### config.mk
export PLATFORM = sky130hd
export DESIGN_NAME = mip_chain_surface_offset_top_flat
export DESIGN_NICKNAME = d
export VERILOG_FILES = /design/src/sv/mcso_pkg.sv /design/src/sv/mcso_chan_if.sv /design/src/sv/mip_chain_surface_offset_top.sv /design/src/sv/mcso_queue.sv /design/src/sv/mcso_front.sv /design/src/sv/mcso_back.sv /design/src/flat_wrapper.sv
export SDC_FILE = /design/constraint.sdc
export NUM_CORES = 2
export LEC_CHECK = 0
export CAP_MARGIN = 20
export CORE_MARGIN = 2
export CORE_UTILIZATION = 60
export CTS_CLUSTER_SIZE = 16
export DETAILED_ROUTE_END_ITERATION = 16
export DONT_BUFFER_PORTS = 1
export PLACE_DENSITY = 0.73
export SLEW_MARGIN = 25
export SYNTH_ARGS = -nofsm -noshare
export SYNTH_HDL_FRONTEND = slang
export SYNTH_SLANG_ARGS = --single-unit
### constraint.sdc
create_clock -name clk -period 15.36 [get_ports clk]
set_clock_uncertainty 0.05 [all_clocks]
set_input_delay 3.072 -clock clk [delete_from_list [all_inputs] [get_ports clk]]
set_output_delay 3.072 -clock clk [all_outputs]
set_load 0.1 [all_outputs]
### src/sv/mcso_pkg.sv
`timescale 1ns / 1ps
// ----------------------------------------------------------------------------
// Mip chain surface offset package
// Widths, codes and shared types for the mip chain layout block.
// ----------------------------------------------------------------------------
package mcso_pkg;

    localparam int MAX_LEVELS  = 13;
    localparam int PITCH_ALIGN = 64;
    localparam int PITCH_SHIFT = 6;
    localparam int MAX_SLICES  = 512;
    localparam int CUBE_FACES  = 6;

    localparam int KIND_W     = 2;
    localparam int DIM_W      = 13;
    localparam int DEPTH_W    = 10;
    localparam int LEVEL_W    = 4;
    localparam int BPT_W      = 5;
    localparam int FACE_W     = 3;
    localparam int SLICE_W    = 9;
    localparam int ADDR_W     = 38;
    localparam int PITCH_W    = DIM_W + 1;
    localparam int ROWB_W     = PITCH_W + BPT_W;
    localparam int ROWS_W     = DIM_W + 1;
    localparam int CHAIN_W    = ROWB_W + ROWS_W;
    localparam int CFG_IDX_W  = 3;
    localparam int CFG_DATA_W = DIM_W;

    localparam int QUEUE_DEPTH = 2;
    localparam int QUEUE_AW    = 1;
    localparam int QUEUE_CW    = 2;

    localparam logic [KIND_W-1:0] KIND_PLAIN  = 2'd0;
    localparam logic [KIND_W-1:0] KIND_CUBE   = 2'd1;
    localparam logic [KIND_W-1:0] KIND_VOLUME = 2'd2;

    typedef enum logic [CFG_IDX_W-1:0] {
        CFG_TEXTURE_KIND    = 3'd0,
        CFG_BASE_WIDTH      = 3'd1,
        CFG_BASE_HEIGHT     = 3'd2,
        CFG_BASE_DEPTH      = 3'd3,
        CFG_MIP_LIMIT       = 3'd4,
        CFG_BYTES_PER_TEXEL = 3'd5
    } cfg_index_t;

    typedef enum logic [2:0] {
        BK_IDLE,
        BK_SUM,
        BK_MUL_CHAIN,
        BK_MUL_OUT,
        BK_HOLD
    } back_state_t;

    typedef struct packed {
        logic [KIND_W-1:0]  texture_kind;
        logic [DIM_W-1:0]   base_width;
        logic [DIM_W-1:0]   base_height;
        logic [DEPTH_W-1:0] base_depth;
        logic [LEVEL_W-1:0] mip_limit;
        logic [BPT_W-1:0]   bytes_per_texel;
    } cfg_regs_t;

    typedef struct packed {
        logic [DIM_W-1:0]   height;
        logic [LEVEL_W-1:0] last;
        logic [LEVEL_W-1:0] level;
        logic [PITCH_W-1:0] pitch;
        logic [BPT_W-1:0]   bpt;
        logic [SLICE_W-1:0] slot;
        logic [DEPTH_W-1:0] chains;
        logic               bad;
        logic [DIM_W-1:0]   level_width;
        logic [DIM_W-1:0]   level_height;
    } q_entry_t;

    typedef struct packed {
        logic full;
        logic empty;
    } q_stat_t;

endpackage

### src/sv/mcso_chan_if.sv
`timescale 1ns / 1ps
// ----------------------------------------------------------------------------
// Mip chain surface offset channels
// Request, response and configuration valid/ready channels.
// ----------------------------------------------------------------------------
interface mcso_req_if import mcso_pkg::*; ();
    logic               valid;
    logic               ready;
    logic [FACE_W-1:0]  face_index;
    logic [LEVEL_W-1:0] mip_level;
    logic [SLICE_W-1:0] slice_index;

    modport source (output valid, face_index, mip_level, slice_index, input ready);
    modport sink   (input valid, face_index, mip_level, slice_index, output ready);
endinterface

interface mcso_rsp_if import mcso_pkg::*; ();
    logic               valid;
    logic               ready;
    logic [ADDR_W-1:0]  byte_offset;
    logic [DIM_W-1:0]   pitch_texels;
    logic [DIM_W-1:0]   level_width;
    logic [DIM_W-1:0]   level_height;
    logic [ADDR_W-1:0]  total_bytes;
    logic               bad_request;

    modport source (output valid, byte_offset, pitch_texels, level_width, level_height,
                    total_bytes, bad_request, input ready);
    modport sink   (input valid, byte_offset, pitch_texels, level_width, level_height,
                    total_bytes, bad_request, output ready);
endinterface

interface mcso_cfg_if import mcso_pkg::*; ();
    logic                  valid;
    logic                  ready;
    logic [CFG_IDX_W-1:0]  index;
    logic [CFG_DATA_W-1:0] data;

    modport source (output valid, index, data, input ready);
    modport sink   (input valid, index, data, output ready);
endinterface

### src/sv/mip_chain_surface_offset_top.sv
`timescale 1ns / 1ps
// ----------------------------------------------------------------------------
// Mip chain surface offset top level
// Linear mip chain layout: offset, pitch, level size and total size per request.
// ----------------------------------------------------------------------------
// The back end sums level heights one level a cycle, from level 0 to the clamped last
// level, then scales and places the chain; it takes one request at a time.
// The two-entry queue takes up to two more requests while a response waits.
// Reset: async active low; clears the queue and sequencer, loads register defaults.
module mip_chain_surface_offset_top import mcso_pkg::*; (
    input  logic        clk,
    input  logic        rst_n,
    mcso_cfg_if.sink    cfg,
    mcso_req_if.sink    req,
    mcso_rsp_if.source  rsp
);

    cfg_regs_t cfg_reg;
    cfg_regs_t cfg_next;
    logic      push;
    logic      pop;
    q_entry_t  push_entry;
    q_entry_t  pop_entry;
    q_stat_t   q_stat;

    assign cfg.ready = 1'b1;

    always_comb
    begin
        cfg_next = cfg_reg;
        if (cfg.valid)
        begin
            case (cfg.index)
                CFG_TEXTURE_KIND:    cfg_next.texture_kind    = cfg.data[KIND_W-1:0];
                CFG_BASE_WIDTH:      cfg_next.base_width      = cfg.data[DIM_W-1:0];
                CFG_BASE_HEIGHT:     cfg_next.base_height     = cfg.data[DIM_W-1:0];
                CFG_BASE_DEPTH:      cfg_next.base_depth      = cfg.data[DEPTH_W-1:0];
                CFG_MIP_LIMIT:       cfg_next.mip_limit       = cfg.data[LEVEL_W-1:0];
                CFG_BYTES_PER_TEXEL: cfg_next.bytes_per_texel = cfg.data[BPT_W-1:0];
                default:             cfg_next = cfg_reg;
            endcase
        end
    end

    always_ff @(posedge clk or negedge rst_n)
    begin
        if (!rst_n)
        begin
            cfg_reg.texture_kind    <= KIND_PLAIN;
            cfg_reg.base_width      <= DIM_W'(1);
            cfg_reg.base_height     <= DIM_W'(1);
            cfg_reg.base_depth      <= DEPTH_W'(1);
            cfg_reg.mip_limit       <= '0;
            cfg_reg.bytes_per_texel <= BPT_W'(4);
        end
        else
        begin
            cfg_reg <= cfg_next;
        end
    end

    mcso_front u_front (
        .req    (req),
        .cfg    (cfg_reg),
        .q_stat (q_stat),
        .push   (push),
        .entry  (push_entry)
    );

    mcso_queue u_queue (
        .clk        (clk),
        .rst_n      (rst_n),
        .push       (push),
        .push_entry (push_entry),
        .pop        (pop),
        .pop_entry  (pop_entry),
        .stat       (q_stat)
    );

    mcso_back u_back (
        .clk     (clk),
        .rst_n   (rst_n),
        .q_entry (pop_entry),
        .q_stat  (q_stat),
        .pop     (pop),
        .rsp     (rsp)
    );

endmodule

### src/sv/mcso_queue.sv
`timescale 1ns / 1ps
// ----------------------------------------------------------------------------
// Mip chain surface offset queue
// Two-entry queue of classified requests between front and back.
// ----------------------------------------------------------------------------
module mcso_queue import mcso_pkg::*; (
    input  logic     clk,
    input  logic     rst_n,
    input  logic     push,
    input  q_entry_t push_entry,
    input  logic     pop,
    output q_entry_t pop_entry,
    output q_stat_t  stat
);

    q_entry_t              mem [QUEUE_DEPTH];
    logic [QUEUE_AW-1:0]   wr_ptr_reg;
    logic [QUEUE_AW-1:0]   wr_ptr_next;
    logic [QUEUE_AW-1:0]   rd_ptr_reg;
    logic [QUEUE_AW-1:0]   rd_ptr_next;
    logic [QUEUE_CW-1:0]   count_reg;
    logic [QUEUE_CW-1:0]   count_next;
    logic                  do_push;
    logic                  do_pop;

    assign stat.full  = (count_reg == QUEUE_CW'(QUEUE_DEPTH));
    assign stat.empty = (count_reg == '0);
    assign do_push    = push && !stat.full;
    assign do_pop     = pop && !stat.empty;
    assign pop_entry  = mem[rd_ptr_reg];

    always_comb
    begin
        wr_ptr_next = do_push ? wr_ptr_reg + QUEUE_AW'(1) : wr_ptr_reg;
        rd_ptr_next = do_pop ? rd_ptr_reg + QUEUE_AW'(1) : rd_ptr_reg;
        count_next  = count_reg;
        if (do_push && !do_pop)
        begin
            count_next = count_reg + QUEUE_CW'(1);
        end
        else if (do_pop && !do_push)
        begin
            count_next = count_reg - QUEUE_CW'(1);
        end
    end

    always_ff @(posedge clk or negedge rst_n)
    begin
        if (!rst_n)
        begin
            wr_ptr_reg <= '0;
            rd_ptr_reg <= '0;
            count_reg  <= '0;
        end
        else
        begin
            wr_ptr_reg <= wr_ptr_next;
            rd_ptr_reg <= rd_ptr_next;
            count_reg  <= count_next;
        end
    end

    always_ff @(posedge clk)
    begin
        if (do_push)
        begin
            mem[wr_ptr_reg] <= push_entry;
        end
    end

endmodule

### src/sv/mcso_front.sv
`timescale 1ns / 1ps
// ----------------------------------------------------------------------------
// Mip chain surface offset front end
// Accepts requests, clamps the configuration and classifies each request.
// ----------------------------------------------------------------------------
module mcso_front import mcso_pkg::*; (
    mcso_req_if.sink  req,
    input  cfg_regs_t cfg,
    input  q_stat_t   q_stat,
    output logic      push,
    output q_entry_t  entry
);

    logic [DIM_W-1:0]   w;
    logic [DIM_W-1:0]   h;
    logic [DEPTH_W-1:0] d;
    logic [LEVEL_W-1:0] last;
    logic [DIM_W-1:0]   lw;
    logic [DIM_W-1:0]   lh;
    logic               bad_sel;

    assign req.ready = !q_stat.full;
    assign push      = req.valid && !q_stat.full;

    always_comb
    begin
        w = (cfg.base_width == '0) ? DIM_W'(1) : cfg.base_width;
        h = (cfg.base_height == '0) ? DIM_W'(1) : cfg.base_height;
        d = (cfg.base_depth == '0) ? DEPTH_W'(1) : cfg.base_depth;
        if (d > DEPTH_W'(MAX_SLICES))
        begin
            d = DEPTH_W'(MAX_SLICES);
        end
        last = (cfg.mip_limit > LEVEL_W'(MAX_LEVELS - 1)) ?
               LEVEL_W'(MAX_LEVELS - 1) : cfg.mip_limit;

        lw = w >> req.mip_level;
        lh = h >> req.mip_level;
        if (lw == '0)
        begin
            lw = DIM_W'(1);
        end
        if (lh == '0)
        begin
            lh = DIM_W'(1);
        end

        entry.height       = h;
        entry.last         = last;
        entry.level        = req.mip_level;
        entry.pitch        = ((PITCH_W'(w) + PITCH_W'(PITCH_ALIGN - 1)) >> PITCH_SHIFT)
                             << PITCH_SHIFT;
        entry.bpt          = cfg.bytes_per_texel;
        entry.level_width  = lw;
        entry.level_height = lh;

        // pick which chain the request lands in
        case (cfg.texture_kind)
            KIND_CUBE:
            begin
                entry.chains = DEPTH_W'(CUBE_FACES);
                entry.slot   = SLICE_W'(req.face_index);
                bad_sel      = (req.face_index >= FACE_W'(CUBE_FACES));
            end
            KIND_VOLUME:
            begin
                entry.chains = d;
                entry.slot   = req.slice_index;
                bad_sel      = (DEPTH_W'(req.slice_index) >= d);
            end
            default:
            begin
                entry.chains = DEPTH_W'(1);
                entry.slot   = '0;
                bad_sel      = 1'b0;
            end
        endcase

        entry.bad = bad_sel || (req.mip_level > last);
    end

endmodule

### src/sv/mcso_back.sv
`timescale 1ns / 1ps
// ----------------------------------------------------------------------------
// Mip chain surface offset back end
// Walks the mip levels one per cycle, then scales and places the chain.
// ----------------------------------------------------------------------------
module mcso_back import mcso_pkg::*; (
    input  logic      clk,
    input  logic      rst_n,
    input  q_entry_t  q_entry,
    input  q_stat_t   q_stat,
    output logic      pop,
    mcso_rsp_if.source rsp
);

    back_state_t        state_reg;
    back_state_t        state_next;
    q_entry_t           ent_reg;
    q_entry_t           ent_next;
    logic [ROWB_W-1:0]  row_bytes_reg;
    logic [ROWB_W-1:0]  row_bytes_next;
    logic [LEVEL_W-1:0] lvl_reg;
    logic [LEVEL_W-1:0] lvl_next;
    logic [ROWS_W-1:0]  rows_all_reg;
    logic [ROWS_W-1:0]  rows_all_next;
    logic [ROWS_W-1:0]  rows_before_reg;
    logic [ROWS_W-1:0]  rows_before_next;
    logic [CHAIN_W-1:0] chain_reg;
    logic [CHAIN_W-1:0] chain_next;
    logic [CHAIN_W-1:0] before_reg;
    logic [CHAIN_W-1:0] before_next;
    logic [ADDR_W-1:0]  offset_reg;
    logic [ADDR_W-1:0]  offset_next;
    logic [ADDR_W-1:0]  total_reg;
    logic [ADDR_W-1:0]  total_next;
    logic [DIM_W-1:0]   lh;

    assign rsp.valid        = (state_reg == BK_HOLD);
    assign rsp.byte_offset  = offset_reg;
    assign rsp.total_bytes  = total_reg;
    assign rsp.pitch_texels = ent_reg.pitch[DIM_W-1:0];
    assign rsp.level_width  = ent_reg.level_width;
    assign rsp.level_height = ent_reg.level_height;
    assign rsp.bad_request  = ent_reg.bad;

    always_comb
    begin
        state_next       = state_reg;
        ent_next         = ent_reg;
        row_bytes_next   = row_bytes_reg;
        lvl_next         = lvl_reg;
        rows_all_next    = rows_all_reg;
        rows_before_next = rows_before_reg;
        chain_next       = chain_reg;
        before_next      = before_reg;
        offset_next      = offset_reg;
        total_next       = total_reg;
        pop              = 1'b0;

        lh = ent_reg.height >> lvl_reg;
        if (lh == '0)
        begin
            lh = DIM_W'(1);
        end

        case (state_reg)
            BK_IDLE:
            begin
                if (!q_stat.empty)
                begin
                    pop              = 1'b1;
                    ent_next         = q_entry;
                    row_bytes_next   = ROWB_W'(q_entry.pitch) * ROWB_W'(q_entry.bpt);
                    lvl_next         = '0;
                    rows_all_next    = '0;
                    rows_before_next = '0;
                    state_next       = BK_SUM;
                end
            end
            BK_SUM:
            begin
                // accumulate level heights; levels below the asked one go ahead of it
                rows_all_next = rows_all_reg + ROWS_W'(lh);
                if (lvl_reg < ent_reg.level)
                begin
                    rows_before_next = rows_before_reg + ROWS_W'(lh);
                end
                lvl_next = lvl_reg + LEVEL_W'(1);
                if (lvl_reg == ent_reg.last)
                begin
                    state_next = BK_MUL_CHAIN;
                end
            end
            BK_MUL_CHAIN:
            begin
                chain_next  = CHAIN_W'(row_bytes_reg) * CHAIN_W'(rows_all_reg);
                before_next = CHAIN_W'(row_bytes_reg) * CHAIN_W'(rows_before_reg);
                state_next  = BK_MUL_OUT;
            end
            BK_MUL_OUT:
            begin
                offset_next = ent_reg.bad ? '0 :
                              ADDR_W'(ent_reg.slot) * ADDR_W'(chain_reg) + ADDR_W'(before_reg);
                total_next  = ADDR_W'(ent_reg.chains) * ADDR_W'(chain_reg);
                state_next  = BK_HOLD;
            end
            BK_HOLD:
            begin
                if (rsp.ready)
                begin
                    state_next = BK_IDLE;
                end
            end
            default:
            begin
                state_next = BK_IDLE;
            end
        endcase
    end

    always_ff @(posedge clk or negedge rst_n)
    begin
        if (!rst_n)
        begin
            state_reg <= BK_IDLE;
        end
        else
        begin
            state_reg <= state_next;
        end
    end

    always_ff @(posedge clk)
    begin
        ent_reg         <= ent_next;
        row_bytes_reg   <= row_bytes_next;
        lvl_reg         <= lvl_next;
        rows_all_reg    <= rows_all_next;
        rows_before_reg <= rows_before_next;
        chain_reg       <= chain_next;
        before_reg      <= before_next;
        offset_reg      <= offset_next;
        total_reg       <= total_next;
    end

endmodule

### src/flat_wrapper.sv
// flat-port wrapper written by rule: the top's interface ports become plain ports
module mip_chain_surface_offset_top_flat import mcso_pkg::*;
  (clk, rst_n, cfg_valid, cfg_index, cfg_data, cfg_ready, req_valid, req_face_index, req_mip_level, req_slice_index, req_ready, rsp_valid, rsp_byte_offset, rsp_pitch_texels, rsp_level_width, rsp_level_height, rsp_total_bytes, rsp_bad_request, rsp_ready);
  mcso_cfg_if cfg_i ();
  mcso_req_if req_i ();
  mcso_rsp_if rsp_i ();
  input  logic clk;
  input  logic rst_n;
  input wire logic [$bits(cfg_i.valid)-1:0] cfg_valid;
  input wire logic [$bits(cfg_i.index)-1:0] cfg_index;
  input wire logic [$bits(cfg_i.data)-1:0] cfg_data;
  output wire logic [$bits(cfg_i.ready)-1:0] cfg_ready;
  input wire logic [$bits(req_i.valid)-1:0] req_valid;
  input wire logic [$bits(req_i.face_index)-1:0] req_face_index;
  input wire logic [$bits(req_i.mip_level)-1:0] req_mip_level;
  input wire logic [$bits(req_i.slice_index)-1:0] req_slice_index;
  output wire logic [$bits(req_i.ready)-1:0] req_ready;
  output wire logic [$bits(rsp_i.valid)-1:0] rsp_valid;
  output wire logic [$bits(rsp_i.byte_offset)-1:0] rsp_byte_offset;
  output wire logic [$bits(rsp_i.pitch_texels)-1:0] rsp_pitch_texels;
  output wire logic [$bits(rsp_i.level_width)-1:0] rsp_level_width;
  output wire logic [$bits(rsp_i.level_height)-1:0] rsp_level_height;
  output wire logic [$bits(rsp_i.total_bytes)-1:0] rsp_total_bytes;
  output wire logic [$bits(rsp_i.bad_request)-1:0] rsp_bad_request;
  input wire logic [$bits(rsp_i.ready)-1:0] rsp_ready;
  assign cfg_i.valid = cfg_valid;
  assign cfg_i.index = cfg_index;
  assign cfg_i.data = cfg_data;
  assign cfg_ready = cfg_i.ready;
  assign req_i.valid = req_valid;
  assign req_i.face_index = req_face_index;
  assign req_i.mip_level = req_mip_level;
  assign req_i.slice_index = req_slice_index;
  assign req_ready = req_i.ready;
  assign rsp_valid = rsp_i.valid;
  assign rsp_byte_offset = rsp_i.byte_offset;
  assign rsp_pitch_texels = rsp_i.pitch_texels;
  assign rsp_level_width = rsp_i.level_width;
  assign rsp_level_height = rsp_i.level_height;
  assign rsp_total_bytes = rsp_i.total_bytes;
  assign rsp_bad_request = rsp_i.bad_request;
  assign rsp_i.ready = rsp_ready;
  mip_chain_surface_offset_top u_core (.clk(clk), .rst_n(rst_n), .cfg(cfg_i), .req(req_i), .rsp(rsp_i));
endmodule
After elaboration in Yosys (flattened, before gate mapping)

Memory sizes are Yosys's and may differ from the RTL's.
Index checks and enable logic that the tools add are counted.

Register bits: 327
Bits in writable memories: 160
Input port bits: 37
Output and inout bits: 119
Logic and storage cells: 126
Memories kept: 1

Add/sub/neg operators: 9
Multipliers: 5
$lt $le $gt $ge: 6
Equal/unequal tests: 17
Shifts and indexed selects: 3
Multiplexer cells: 26
Bitwise gates (word level): 1
Reductions and logical operators: 31

Memories:

| name               | depth | width | rd ports | clocked after Yosys merged registers in | write ports | RTL line         | source |
|---|---|---|---|---|---|---|---|
| u_core.u_queue.mem | 2     | 80    | 1        | 0                                       | 1           | mcso_queue.sv:16 | `q_entry_t mem [QUEUE_DEPTH];` |

Operator list:

| operator                                                              | number |
|---|---|
| 19-bit by 14-bit multiplier with 33-bit output                        | 2 |
| 13-bit logical NOT                                                    | 5 |
| 13-bit two-way mux                                                    | 5 |
| 14-bit one-hot mux with 2 select lines                                | 2 |
| 13-bit by 4-bit right shift with 13-bit output                        | 3 |
| 38-bit by 33-bit adder with 38-bit output                             | 1 |
| 10-bit by 33-bit multiplier with 38-bit output                        | 1 |
| 9-bit by 33-bit multiplier with 38-bit output                         | 1 |
| 19-bit one-hot mux with 2 select lines                                | 1 |
| 14-bit by 13-bit adder with 14-bit output                             | 2 |
| 14-bit two-way mux                                                    | 2 |
| 10-bit two-way mux                                                    | 2 |
| 14-bit by 5-bit multiplier with 19-bit output                         | 1 |
| 2-bit AND reduction                                                   | 8 |
| 3-bit one-hot mux with 5 select lines                                 | 1 |
| 13-bit by 6-bit adder with 14-bit output, second input constant       | 1 |
| 3-bit by 2-bit equality test with 1-bit output, second input constant | 4 |
| 9-bit by 10-bit >= comparator with 1-bit output                       | 1 |
| 10-bit > comparator, second input constant                            | 1 |
| 10-bit logical NOT                                                    | 1 |
| 3-bit equality test, second input constant                            | 3 |
| 3-bit two-way mux                                                     | 3 |
| 4-bit two-way mux                                                     | 2 |
| 4-bit one-hot mux with 2 select lines                                 | 1 |
| 25 further kinds                                                      | 44 |

Logic depth before layout (Yosys ltp)

Depth in word-level cells: 8
Depth in mapped cells: 25
Mapped depth without buffers: 23

By module

A second synthesis with hierarchy kept.

Cell total of the unflattened synthesis: 5783
Area, all modules: 59550.9 um^2

By module, submodules not included:

| module                       | times used | cells an instance | area an instance (um^2) | seq. area each (um^2) |
|---|---|---|---|---|
| mcso_back                    | 1          | 5062              | 48938.2                 | 8272.9 |
| mcso_queue                   | 1          | 287               | 6523.8                  | 5265.0 |
| mcso_front                   | 1          | 329               | 2187.1                  | 0.0 |
| mip_chain_surface_offset_top | 1          | 105               | 1901.8                  | 1181.1 |

Worst setup path before layout

OpenSTA, ideal clock, no wires.

Kind: input to register
Start: in req_valid
End: mem u_core.u_queue.mem[0][0] in the netlist's numbering, enable pin
Setup time: 519 ps
Arrival: 6551 ps
Data required time: 14791 ps
Setup slack: 8240 ps
Stages on the path: 2
Path buffers: 0
Cell sequence: nand2_1 nor2_1

Word-level cells in the longest chain between the ends: 4

RTL lines:

| element                                 | RTL line           | source |
|---|---|---|
| start, declared                         | flat_wrapper.sv:13 | `input wire logic [$bits(req_i.valid)-1:0] req_valid;` |
| 1-bit logical AND                       | mcso_front.sv:23   | `assign push = req.valid && !q_stat.full;` |
| 1-bit logical AND                       | mcso_queue.sv:28   | `assign do_push = push && !stat.full;` |
| 1-bit two-way mux                       | mcso_queue.sv:65   | `if (do_push)` |
| 1-bit two-way mux (implied by the code) | mcso_queue.sv:67   | `mem[wr_ptr_reg] <= push_entry;` |
| end, declared                           | mcso_queue.sv:16   |  |

Every way passes these cells.

Worst setup path after layout

Start: reg u_core.u_back.ent_reg[37] in the netlist's numbering
End: reg u_core.u_back.offset_reg[34], in the netlist u_core.u_back.rsp.byte_offset[34], data pin

Word-level cells in the longest chain between the ends: 2

RTL lines:

| element                                       | RTL line         | source |
|---|---|---|
| start, declared                               | mcso_back.sv:17  | `q_entry_t ent_reg;` |
| start signal, assigned                        | mcso_back.sv:134 | `ent_reg <= ent_next;` |
| 9-bit by 33-bit multiplier with 38-bit output | mcso_back.sv:102 | `ADDR_W'(ent_reg.slot) * ADDR_W'(chain_reg) + ADDR_W'(before_reg);` |
| 38-bit by 33-bit adder with 38-bit output     | mcso_back.sv:102 |  |
| end signal, assigned                          | mcso_back.sv:141 | `offset_reg <= offset_next;` |
| end, declared                                 | mcso_back.sv:31  | `logic [ADDR_W-1:0] offset_reg;` |

Every way passes these cells.
A chain may end at the register's enable or synchronous reset.

==> results.json <==
{
  "outcome": "completed",
  "cts_root_buf": "clkbuf_16",
  "grt_remaining_overflow": 0,
  "num_antenna_cells": 0,
  "clkLatencyLatePin_ns": 0.62,
  "endpoint": "u_core.u_back.rsp.byte_offset[34]",
  "drv_slew": 0,
  "cts_inserted_buffers": 50,
  "path_clk_slew_ns": 0.06,
  "postCtsSetupRepairBufs": 0,
  "syn_to_final_growth_pct": 4.59,
  "crit_cells": 19,
  "worst_setup_path_start_kind": "register",
  "grt_pass1_vias": 33066,
  "cpLargestDelayFamily": "adder cells",
  "synth.largest_area_cell": "fa_1",
  "r2r_cells": 19,
  "fin_util_pct": 63.2,
  "gp_congestion": 0.912,
  "synth_top_area_share_pct": 27.8,
  "vias": 30815,
  "path_class": "reg -> reg",
  "reg2reg_from": "u_core.u_back.ent_reg[37]",
  "cp_max_fo": 27,
  "cts_hold_buffers": 0,
  "critPathSlowestCell": "edfxtp_1",
  "top_usage_layer": "met2",
  "final_antenna_net_count": 0,
  "synth_cells": 4561,
  "rsz0062_at_grt": "false",
  "hold_path.class": "reg -> reg",
  "drive_above_1_share_pct": 6.03,
  "synth_commonest_cells": "inv_1 (748), fa_1 (662), nand2_1 (516)",
  "num_rows": 103,
  "cp_common_cell": "fa_1",
  "synth_area_mm2": 0.0477,
  "place_area_mm2": 0.0482,
  "crit_start": "u_core.u_back.ent_reg[37]",
  "path_cells": "nand2_1 > fa_1 > inv_1 > fa_1 > inv_1 > fa_1 > inv_1 > fa_1 > fa_1 > ha_1 > a21oi_1 > o21a_1 > o21ai_0 > nor4_1 > o21ai_1 > a31oi_1 > o21bai_1 > xnor2_1 > nor2_1",
  "cp.arrival_ns": 6.89,
  "met3_usage_pct": 3.50,
  "clk_path_buf_depth": 3,
  "avgSynthCellArea_um2": 10.4,
  "vias_per_cell": 5.61,
  "synth.most_common_cell": "inv_1",
  "antenna_found_initial": 2,
  "r2r-end": "u_core.u_back.rsp.byte_offset[34]",
  "fin_setup_tns_ns": 0,
  "wl_per_cell_um": 18.8,
  "synth_ff_type": "edfxtp_1",
  "synth_enable_flop_cells": 397,
  "cts_tree": "done",
  "path_buf_inv": 3,
  "finalCritPeriodShare_pct": 43.1,
  "die_x_um": 286,
  "cts_sinks": 451,
  "io_pins": 156,
  "synth-seq-cells": 451,
  "grt_pass1_wl_mm": 172,
  "grt_util_all_layers_pct": 26.4,
  "async_flop_share_pct": 12.0,
  "maxCapViolations": 0,
  "cpPeakStageDelay_ns": 1.01,
  "tightest_slew_ns": 1.10,
  "groute.layer.met2.usage_pct": 46.6,
  "drc": 0,
  "port_buffers": 0,
  "ys_warn_count": 0,
  "rrSetupSlack_ns": 8.74,
  "h-tree-depth": 2,
  "hold_viol": 0,
  "hpwl_mm": 78.3,
  "crit_required_ns": 15.63,
  "maxSlewHeadroom_pct": 26.9,
  "fmax_ghz": 0.151,
  "synthTopCellsByArea": "fa_1 (28%), edfxtp_1 (25%), ha_1 (9.3%)",
  "dr.pass1.iters": 5,
  "fin_nets": 5458,
  "grt_use_met1_pct": 34.9,
  "core_mm2": 0.0789,
  "fill_cells": 6334,
  "stdcell_area_mm2": 0.0498,
  "chipHeight_um": 286,
  "largest_reg_flops": 160,
  "grt_max_degree": 65,
  "dieArea_mm2": 0.0817,
  "yosys.cell_types.count": 74,
  "ctsResizeCount": 0,
  "ys_seq_area_share_pct": 27.9,
  "finalSetupViolations": 0,
  "endpoint_kind": "register",
  "drt-total-wl_mm": 103,
  "drtIter0Drc": 2008,
  "start_util_pct": 60.4,
  "min_period_ns": 6.62
}
worst reg2reg max path, stage by stage (launching register included):
cell,delay [ns]
edfxtp_1,1.01
nand2_1,0.20
fa_1,0.57
inv_1,0.05
fa_1,0.50
inv_1,0.06
fa_1,0.54
inv_1,0.06
fa_1,0.51
fa_1,0.44
ha_1,0.33
a21oi_1,0.25
o21a_1,0.15
o21ai_0,0.10
nor4_1,0.51
o21ai_1,0.25
a31oi_1,0.38
o21bai_1,0.16
xnor2_1,0.15
nor2_1,0.05
metal layers:
layer	wire, um	vias up
li1	-	14122
met1	43700	15741
met2	52000	811
met3	5570	139
met4	1810	2
met5	20	-
cells by family after synthesis:
family,Yosys count,synth area share [%]
AO/OA/AOI/OAI,425,5.88
XOR/XNOR,164,3.01
adder cells (fa/ha/maj),1016,37.1
buffers and inverters,1004,8.32
flip-flops,451,27.9
multiplexers,171,4.02
other,2,0.0158
AND/OR/NAND/NOR,1328,13.8
worst min-delay path by stage:
stage | depth (start not counted) | end | slack, ns | start
after floorplan | 0 | u_core.u_queue.mem[0][46] | 0.39 | u_core.cfg_reg[0]
after global placement | 0 | u_core.u_queue.mem[1][49] | 0.40 | u_core.cfg_reg[3]
after detailed placement | 0 | u_core.u_queue.mem[0][47] | 0.41 | u_core.cfg_reg[1]
after CTS | 0 | u_core.u_queue.mem[0][47] | 0.43 | u_core.cfg_reg[1]
after global routing | 0 | u_core.u_queue.mem[1][49] | 0.44 | u_core.cfg_reg[3]
final | 0 | u_core.u_queue.mem[0][47] | 0.42 | u_core.cfg_reg[1]
cells in the final DEF (no fill, tap or decap), types with 6 or more instances in the layout:
cell and instances:
a211o_1 7, a211oi_1 17, a21o_1 65, a21oi_1 119
a311oi_1 6, a31oi_1 16, and2_1 469, and3_1 11
buf_4 28, clkbuf_1 13, clkbuf_16 51, clkinv_2 9
conb_1 19, dfrtp_1 49, edfxtp_1 397, fa_1 662
ha_1 354, inv_1 747, mux2_2 125, mux2i_1 42
nand2_1 516, nand2b_1 26, nand3_1 21, nor2_1 159
nor2b_1 21, nor3_1 44, nor3b_1 8, nor4_1 14
o211ai_1 6, o21a_1 23, o21ai_0 65, o21ai_1 10
o21bai_1 27, o22ai_1 15, or2_2 8, or3_1 12
xnor2_1 122, xor2_1 42
stage by stage:
stage          hold slack, ns  cells  setup slack [ns]
2_1_floorplan           0.387   4578              8.24
3_3_place_gp            0.396   5403              8.86
3_5_place_dp            0.413   5403              8.76
4_1_cts                 0.428   5497              8.67
5_1_grt                 0.442   5497              8.33
6_report                0.424   5497              8.74
final cells by class:
| cell class | instances | area [um^2] | share of cell area (%) |
|---|---|---|---|
| clock buffers | 65 | 1340 | 2.69 |
| inverters | 750 | 2820 | 5.65 |
| flip-flops and latches | 451 | 13300 | 26.6 |
| well taps | 1050 | 1310 | 2.64 |
| multi-input cells | 3123 | 30500 | 61.2 |
| clock inverters | 29 | 348 | 0.698 |
| repair buffers | 29 | 238 | 0.477 |
Power is left out: the tool's default activity adds up to more than one toggle a clock period on the data nets, which glitch-free logic cannot reach.
